**src/rtl/double_width_mul_div_unit_defines.svh**
```systemverilog
// ---------------------------------------------------------------------------
// Assertion macros for the double-width multiply/divide unit.
// ---------------------------------------------------------------------------
`ifndef DOUBLE_WIDTH_MUL_DIV_UNIT_DEFINES_SVH
`define DOUBLE_WIDTH_MUL_DIV_UNIT_DEFINES_SVH

// Implication checked at every clock edge once reset is released.
`define DWMD_ASSERT(label, clk, rst_n, prop, msg) \
  label: assert property (@(posedge clk) disable iff (!rst_n) prop) else $error(msg);

// Implication checked at every edge, reset included.
`define DWMD_ASSERT_ALWAYS(label, clk, prop, msg) \
  label: assert property (@(posedge clk) prop) else $error(msg);

`endif

```
**src/rtl/dwmd_pkg.sv**
```systemverilog
// ---------------------------------------------------------------------------
// dwmd_pkg
// Shared constants and types of the double-width multiply/divide unit.
// ---------------------------------------------------------------------------
`default_nettype none
package dwmd_pkg;
  localparam int CELL_BITS_DEF = 32;
  localparam int WORD_BITS     = 32;
  localparam int OP_BITS       = 2;

  localparam logic [OP_BITS-1:0] OP_UMUL = 2'd0;
  localparam logic [OP_BITS-1:0] OP_SMUL = 2'd1;
  localparam logic [OP_BITS-1:0] OP_UDIV = 2'd2;
  // Unused code: every result field reads as zero.
  localparam logic [OP_BITS-1:0] OP_NONE = 2'd3;
endpackage
`default_nettype wire

```
**src/rtl/dwmd_div_stage.sv**
```systemverilog
// ---------------------------------------------------------------------------
// dwmd_div_stage
// A few restoring division steps on a partial remainder and quotient,
// followed by a register. Chained stages form the divide pipeline.
// ---------------------------------------------------------------------------
`default_nettype none
module dwmd_div_stage
  import dwmd_pkg::*;
#(
  parameter int CB    = CELL_BITS_DEF,
  parameter int STEPS = 4
) (
  input  wire logic            clk,
  input  wire logic [CB-1:0]   rem_in,
  input  wire logic [2*CB-1:0] quo_in,
  input  wire logic [CB-1:0]   dvs_in,
  output logic      [CB-1:0]   rem_r,
  output logic      [2*CB-1:0] quo_r,
  output logic      [CB-1:0]   dvs_r
);
  logic [CB-1:0]   rem_nxt;
  logic [2*CB-1:0] quo_nxt;

  // Each step shifts one dividend bit in from the top of the quotient word.
  always_comb begin
    logic [CB:0] trial;
    rem_nxt = rem_in;
    quo_nxt = quo_in;
    for (int i = 0; i < STEPS; i++) begin
      trial = {rem_nxt, quo_nxt[2*CB-1]};
      quo_nxt = {quo_nxt[2*CB-2:0], 1'b0};
      if (trial >= {1'b0, dvs_in}) begin
        trial = trial - {1'b0, dvs_in};
        quo_nxt[0] = 1'b1;
      end
      rem_nxt = trial[CB-1:0];
    end
  end

  always_ff @(posedge clk) begin
    rem_r <= rem_nxt;
    quo_r <= quo_nxt;
    dvs_r <= dvs_in;
  end
endmodule
`default_nettype wire

```
**config.mk**
```make
export PLATFORM = sky130hd
export DESIGN_NAME = dwmd_div_stage
export DESIGN_NICKNAME = d
export VERILOG_FILES = /design/src/rtl/double_width_mul_div_unit_defines.svh /design/src/rtl/dwmd_pkg.sv /design/src/rtl/dwmd_div_stage.sv
export SDC_FILE = /design/constraint.sdc
export NUM_CORES = 1
export LEC_CHECK = 0
export BUFFER_PORTS_ARGS = -buffer_cell sky130_fd_sc_hd__buf_2
export CORE_AREA = 2 2 156 158
export CTS_BUF_LIST = sky130_fd_sc_hd__clkbuf_8
export DETAILED_ROUTE_END_ITERATION = 16
export DIE_AREA = 0 0 158 160
export PLACE_DENSITY = 0.66
export SLEW_MARGIN = 0
export SYNTH_ARGS = -nofsm -noshare
export SYNTH_HDL_FRONTEND = slang
export SYNTH_SLANG_ARGS = --single-unit
export TNS_END_PERCENT = 5
```
**constraint.sdc**
```tcl
create_clock -name clk -period 31 [get_ports clk]
set_input_delay 1.55 -clock clk [delete_from_list [all_inputs] [get_ports clk]]
set_output_delay 1.55 -clock clk [all_outputs]
set_load 0.02 [all_outputs]
```
**Word-level counts from Yosys, hierarchy flattened**

Index checks and enable logic that the tools add are counted.

- Add/sub/neg operators: 4
- Order comparisons: 4
- Muxes and demuxes: 8

Operators with widths:

| operator | count |
|---|---|
| 33-bit by 32-bit >= comparator with 1-bit output | 4 |
| 32-bit two-way mux | 4 |
| 32-bit subtractor | 4 |
| 1-bit two-way mux | 4 |

- Register bits: 128
- Input port bits: 129
- Output and inout port bits: 128

**Longest topological paths before layout**

- Depth after elaboration: 8
- Gate-level depth with buffers: 58
- Depth with buffers taken out: 49

**Worst setup path after synthesis**

No wires, ideal clock.

- Path type: input to register
- Start: input port dvs_in[11]
- End: register rem_r[10]
- Library setup time: 0.121 ns
- Arrival: 12.641 ns
- Required time: 30.879 ns
- Setup slack: 18.237 ns
- Cell stages on the path: 57
- Path through: inv_1 ha_1 buf_2 nand4_1 nor3_2 o21ai_2 a2111oi_4 o211ai_1 and2_1 buf_2 clkinv_1 buf_1 clkbuf_1 a21oi_1 ha_1 a21o_1 a21o_1 a221o_1 [21 not listed] nand2_1 buf_1 mux2_2 ha_1 a21oi_1 o21bai_1 o2111a_1 a221o_1 and3_1 o31ai_1 nor3_1 o41a_1 nor3_1 o21ai_0 a31o_1 buf_6 buf_6 mux2_4

- Cells in the longest elaborated chain, start to end: 8

RTL lines:

| element | RTL line | text |
|---|---|---|
| start: declaration | dwmd_div_stage.sv:16 | `input wire logic [CB-1:0] dvs_in,` |
| 32-bit subtractor / 33-bit by 32-bit >= comparator with 1-bit output (equally long branches) | dwmd_div_stage.sv:33, dwmd_div_stage.sv:32 |  |
| 32-bit two-way mux | dwmd_div_stage.sv:32 | `if (trial >= {1'b0, dvs_in}) begin` |
| 32-bit subtractor / 33-bit by 32-bit >= comparator with 1-bit output (equally long branches) | dwmd_div_stage.sv:33, dwmd_div_stage.sv:32 |  |
| 32-bit two-way mux | dwmd_div_stage.sv:32 |  |
| 33-bit by 32-bit >= comparator with 1-bit output / 32-bit subtractor (equally long branches) | dwmd_div_stage.sv:32, dwmd_div_stage.sv:33 |  |
| 32-bit two-way mux | dwmd_div_stage.sv:32 |  |
| 32-bit subtractor / 33-bit by 32-bit >= comparator with 1-bit output (equally long branches) | dwmd_div_stage.sv:33, dwmd_div_stage.sv:32 |  |
| 32-bit two-way mux * | dwmd_div_stage.sv:32 |  |
| via rem_nxt[10] | dwmd_div_stage.sv:21 | `logic [CB-1:0] rem_nxt;` |
| end signal: assignment | dwmd_div_stage.sv:41 | `rem_r <= rem_nxt;` |
| end: declaration | dwmd_div_stage.sv:17 | `output logic [CB-1:0] rem_r,` |

The timed path passes the listed nets; every way through them passes the cells marked *.

**Worst setup path in the final report**

- Start: input port dvs_in[4]
- End: register rem_r[12]

- Cells in the longest elaborated chain, start to end: 8

RTL lines:

| element | RTL line |
|---|---|
| 32-bit subtractor / 33-bit by 32-bit >= comparator with 1-bit output (equally long branches) | dwmd_div_stage.sv:33, dwmd_div_stage.sv:32 |
| 32-bit two-way mux | dwmd_div_stage.sv:32 |
| 32-bit subtractor / 33-bit by 32-bit >= comparator with 1-bit output (equally long branches) | dwmd_div_stage.sv:33, dwmd_div_stage.sv:32 |
| 32-bit two-way mux | dwmd_div_stage.sv:32 |
| 32-bit subtractor / 33-bit by 32-bit >= comparator with 1-bit output (equally long branches) | dwmd_div_stage.sv:33, dwmd_div_stage.sv:32 |
| 32-bit two-way mux | dwmd_div_stage.sv:32 |
| 32-bit subtractor / 33-bit by 32-bit >= comparator with 1-bit output (equally long branches) | dwmd_div_stage.sv:33, dwmd_div_stage.sv:32 |
| 32-bit two-way mux * | dwmd_div_stage.sv:32 |
| via rem_nxt[12] | dwmd_div_stage.sv:21 |

Marks and branches as above.

==> summary.txt <==
Drt
  – Drt total wl: 31.4 mm
  – Avg WL per Cell: 17.5 microns
  – Residual DRC: 0
  – DR iter-0 viols: 569
  – Via Count: 9855
  – Vias/cell: 5.49
  – Drt pass-1 iters: 5
  – ANT nets after route: 0

Place
  – RePlAce Congestion: 0.971
  – DP Wirelength: 25.3 mm
  – Area of placed instances: 12100 sq um
  – Quantity of I/O buffers inserted on ports: 256
  – Setup WS pre-CTS: 16.12 ns

STA
  – Fin. Hold Viols: 0
  – Hold_ws: 1.17 ns
  – Final setup viols: 0
  – Sum Neg Setup Slack: 0 ns
  – Relative slew slack: 42.3%
  – Worst Tran Pin Value: 0.857 ns
  – Max-slew violations: 0
  – Post-route worst setup slack: 16.42 ns
  – Fmax: 0.0686 GHz
  – Setup repair after global routing missed its margin: false
  – Tmin final: 14.58 ns
  – Final Cycle Share: 47.0%

Floorplanning
  – Row count: 57
  – Die Wd: 158 microns
  – Initial Utilization: 44.2%
  – Die H: 160 microns
  – I/O Pins: 257
  – Die area: 25300 sq um
  – Core Area: 23800 sq um

Clocking
  – Post-CTS setup buffer count: 0
  – Clk buf depth: 2
  – Post-CTS Hold Buffers: 0
  – Clk slew on worst S/H paths: 0.10 ns
  – CTS H-Tree Depth: 4
  – CTS tree: built
  – PostCTS Resize Cnt: 0
  – Root Buffer Master: clkbuf_8
  – Num CTS Buffers: 17
  – Sink Count: 128

Worst setup path
  – Setup CP Type: in -> reg
  – Worst Setup Start Kind: input port
  – Crit path required time: 31.36 ns
  – Most used cell, CP: o21ai_0
  – Critical path arrival: 14.94 ns
  – Nature of the critical path endpoint: register
  – CP max stage delay: 0.56 ns
  – Worst path slowest cell: o21ai_0
  – Maximum fanout along the worst path: 42

Job
  – Max cap viols: 0

Yosys
  – Post-synth EDFFs: 0
  – Seq cells post-synth: 128
  – Synth async-reset ratio: 0%
  – Post-synthesis cell type count: 75
  – Avg Cell Area, Syn: 8.71 sq um
  – Synth Warn #: 0
  – Sequential fraction of the synthesis area: 24.4%
  – Post-Syn Area: 10500 sq um
  – Gate Count Post-Synth: 1208
  – Mapped Nets: 1469
  – Ys flop type: dfxtp_1

Global route
  – Grt total ovfl: 0
  – Total GRT Usage: 24.2%
  – Initial antenna violation count: 0
  – Vias in the first global route: 9255
  – Largest net degree at the start of global routing: 43
  – First-pass GRT wire length: 48.1 mm

Power and ir drop
  – Psw: 769 uW
  – Switching share of power: 45.7%
  – Combinational power share: 78.3%
  – Flop pwr share: 12.8%
  – Cell internal pwr: 913 uW
  – Leakage: 0.00600 uW
  – Clk pwr share: 8.9%
  – VDD IR max: 0.0947 mV
  – Power Density: 135 nW/um^2

Min path
  – HP Class: in -> reg

Finish
  – Seq. cell area: 2560 sq um
  – Multi-input gate area: 7530 sq um
  – Design area: 12500 sq um
  – # diodes: 0
  – Util after Layout: 52.4%
  – Layout net count: 1720
  – Layout cell share with drive strength beyond 1: 26.9%
  – FILL cells: 2359
  – Synthesis-to-finish area growth: 18.7%

Run status
  – Outcome: completed
[synthesized netlist by cell type (6+ instances only)]
| cell type | n | share of area, % |
|---|---|---|
| clkbuf_1 | 11 | 0.39 |
| a31oi_1 | 11 | 0.65 |
| or3_1 | 8 | 0.48 |
| ha_1 | 128 | 15 |
| nand4_1 | 13 | 0.77 |
| and3_1 | 10 | 0.59 |
| nor2b_1 | 15 | 0.89 |
| mux2_2 | 60 | 6.4 |
| buf_2 | 6 | 0.29 |
| nor3_1 | 25 | 1.2 |
| nand2_1 | 60 | 2.1 |
| mux2i_1 | 10 | 0.95 |
| nand3_1 | 19 | 0.90 |
| xor2_1 | 26 | 2.2 |
| dfxtp_1 | 128 | 24 |
| o21ai_0 | 62 | 2.9 |
| a21o_1 | 45 | 3.2 |
| a21oi_1 | 121 | 5.8 |
| o21bai_1 | 17 | 1.2 |
| a211oi_1 | 12 | 0.86 |
| o21a_1 | 14 | 1.0 |
| o211ai_1 | 11 | 0.79 |
| mux2_4 | 29 | 4.1 |
| xnor2_1 | 77 | 6.4 |
| inv_1 | 73 | 2.6 |
| buf_1 | 6 | 0.21 |
| nand2b_1 | 18 | 1.1 |
| nor2_1 | 92 | 3.3 |
[worst max-delay path: cells and delay by family]
family                   cells  cell delay [ns]
AO/OA/AOI/OAI               29             7.87
AND/OR/NAND/NOR              7             1.74
buffers and inverters        8             1.73
adder cells (fa/ha/maj)      4             1.27
multiplexers                 2             0.69
[cells in the final DEF (no fill, tap or decap), types with 11 or more instances in the layout]
cell type and count:
buf_2 256, ha_1 128, dfxtp_1 128, a21oi_1 121, nor2_1 92, xnor2_1 77
inv_1 73, o21ai_0 62, nand2_1 60, mux2_2 60, a21o_1 45, mux2_4 29
xor2_1 26, nor3_1 25, nand3_1 19, nand2b_1 18, o21bai_1 17, clkbuf_8 17
nor2b_1 15, o21a_1 14, nand4_1 13, a211oi_1 12, a31oi_1 11, o211ai_1 11
[worst paths after layout]
check,depth (start not counted),slack (ns),endpoint,start
worst min-delay path,1,1.17,quo_r[24],quo_in[20]
worst max-delay path,50,16.42,rem_r[12],dvs_in[4]
[metrics by stage]
stage	cells	total power [uW]
detailed placement	1764	1520
floorplan	1208	1280
CTS	1796	1680
global route	1796	1810
finish	1796	1680
global placement	1764	1500
[sequential cells by signal, summed over array words and instances (netlist names)]
register  flops
dvs_r        32
quo_r        64
rem_r        32
[layout make-up]
cell class	instances	area share (%)
timing repair buffer	260	10.5
clock inverter	15	1.34
sequential	128	20.5
clock buffer	17	1.87
inverter	74	2.22
tap	324	3.25
multi-input combinational	978	60.3
[power groups by stage]
stage / combinational, uW / sequential, uW / clock (uW)
floorplan: 1020 / 258 / 0
global placement: 1280 / 220 / 0
detailed placement: 1300 / 220 / 0
CTS: 1310 / 216 / 155
global route: 1430 / 219 / 162
finish: 1320 / 216 / 149
[per-layer routing]
metal  GRT usage, %  routed length, microns  part of all wire (%)
met1           30.6                   13400                    43
met2           41.0                   15100                    48
met3           4.29                    1920                   6.1
met4           9.09                    1040                   3.3
met5              0                       0                     0
[cells by family (layout without fill, tap and decap cells)]
family / Yosys count / after routing / synth area share (%)
mux: 99 / 99 / 11.5
xor+xnor: 103 / 103 / 8.58
fa+ha+maj: 132 / 132 / 16.0
flops: 128 / 128 / 24.4
compound gates: 360 / 360 / 22.4
buf+inv: 102 / 366 / 4.07
simple gates: 284 / 284 / 13.1
Note: power is estimated with default switching activity, not from simulation.
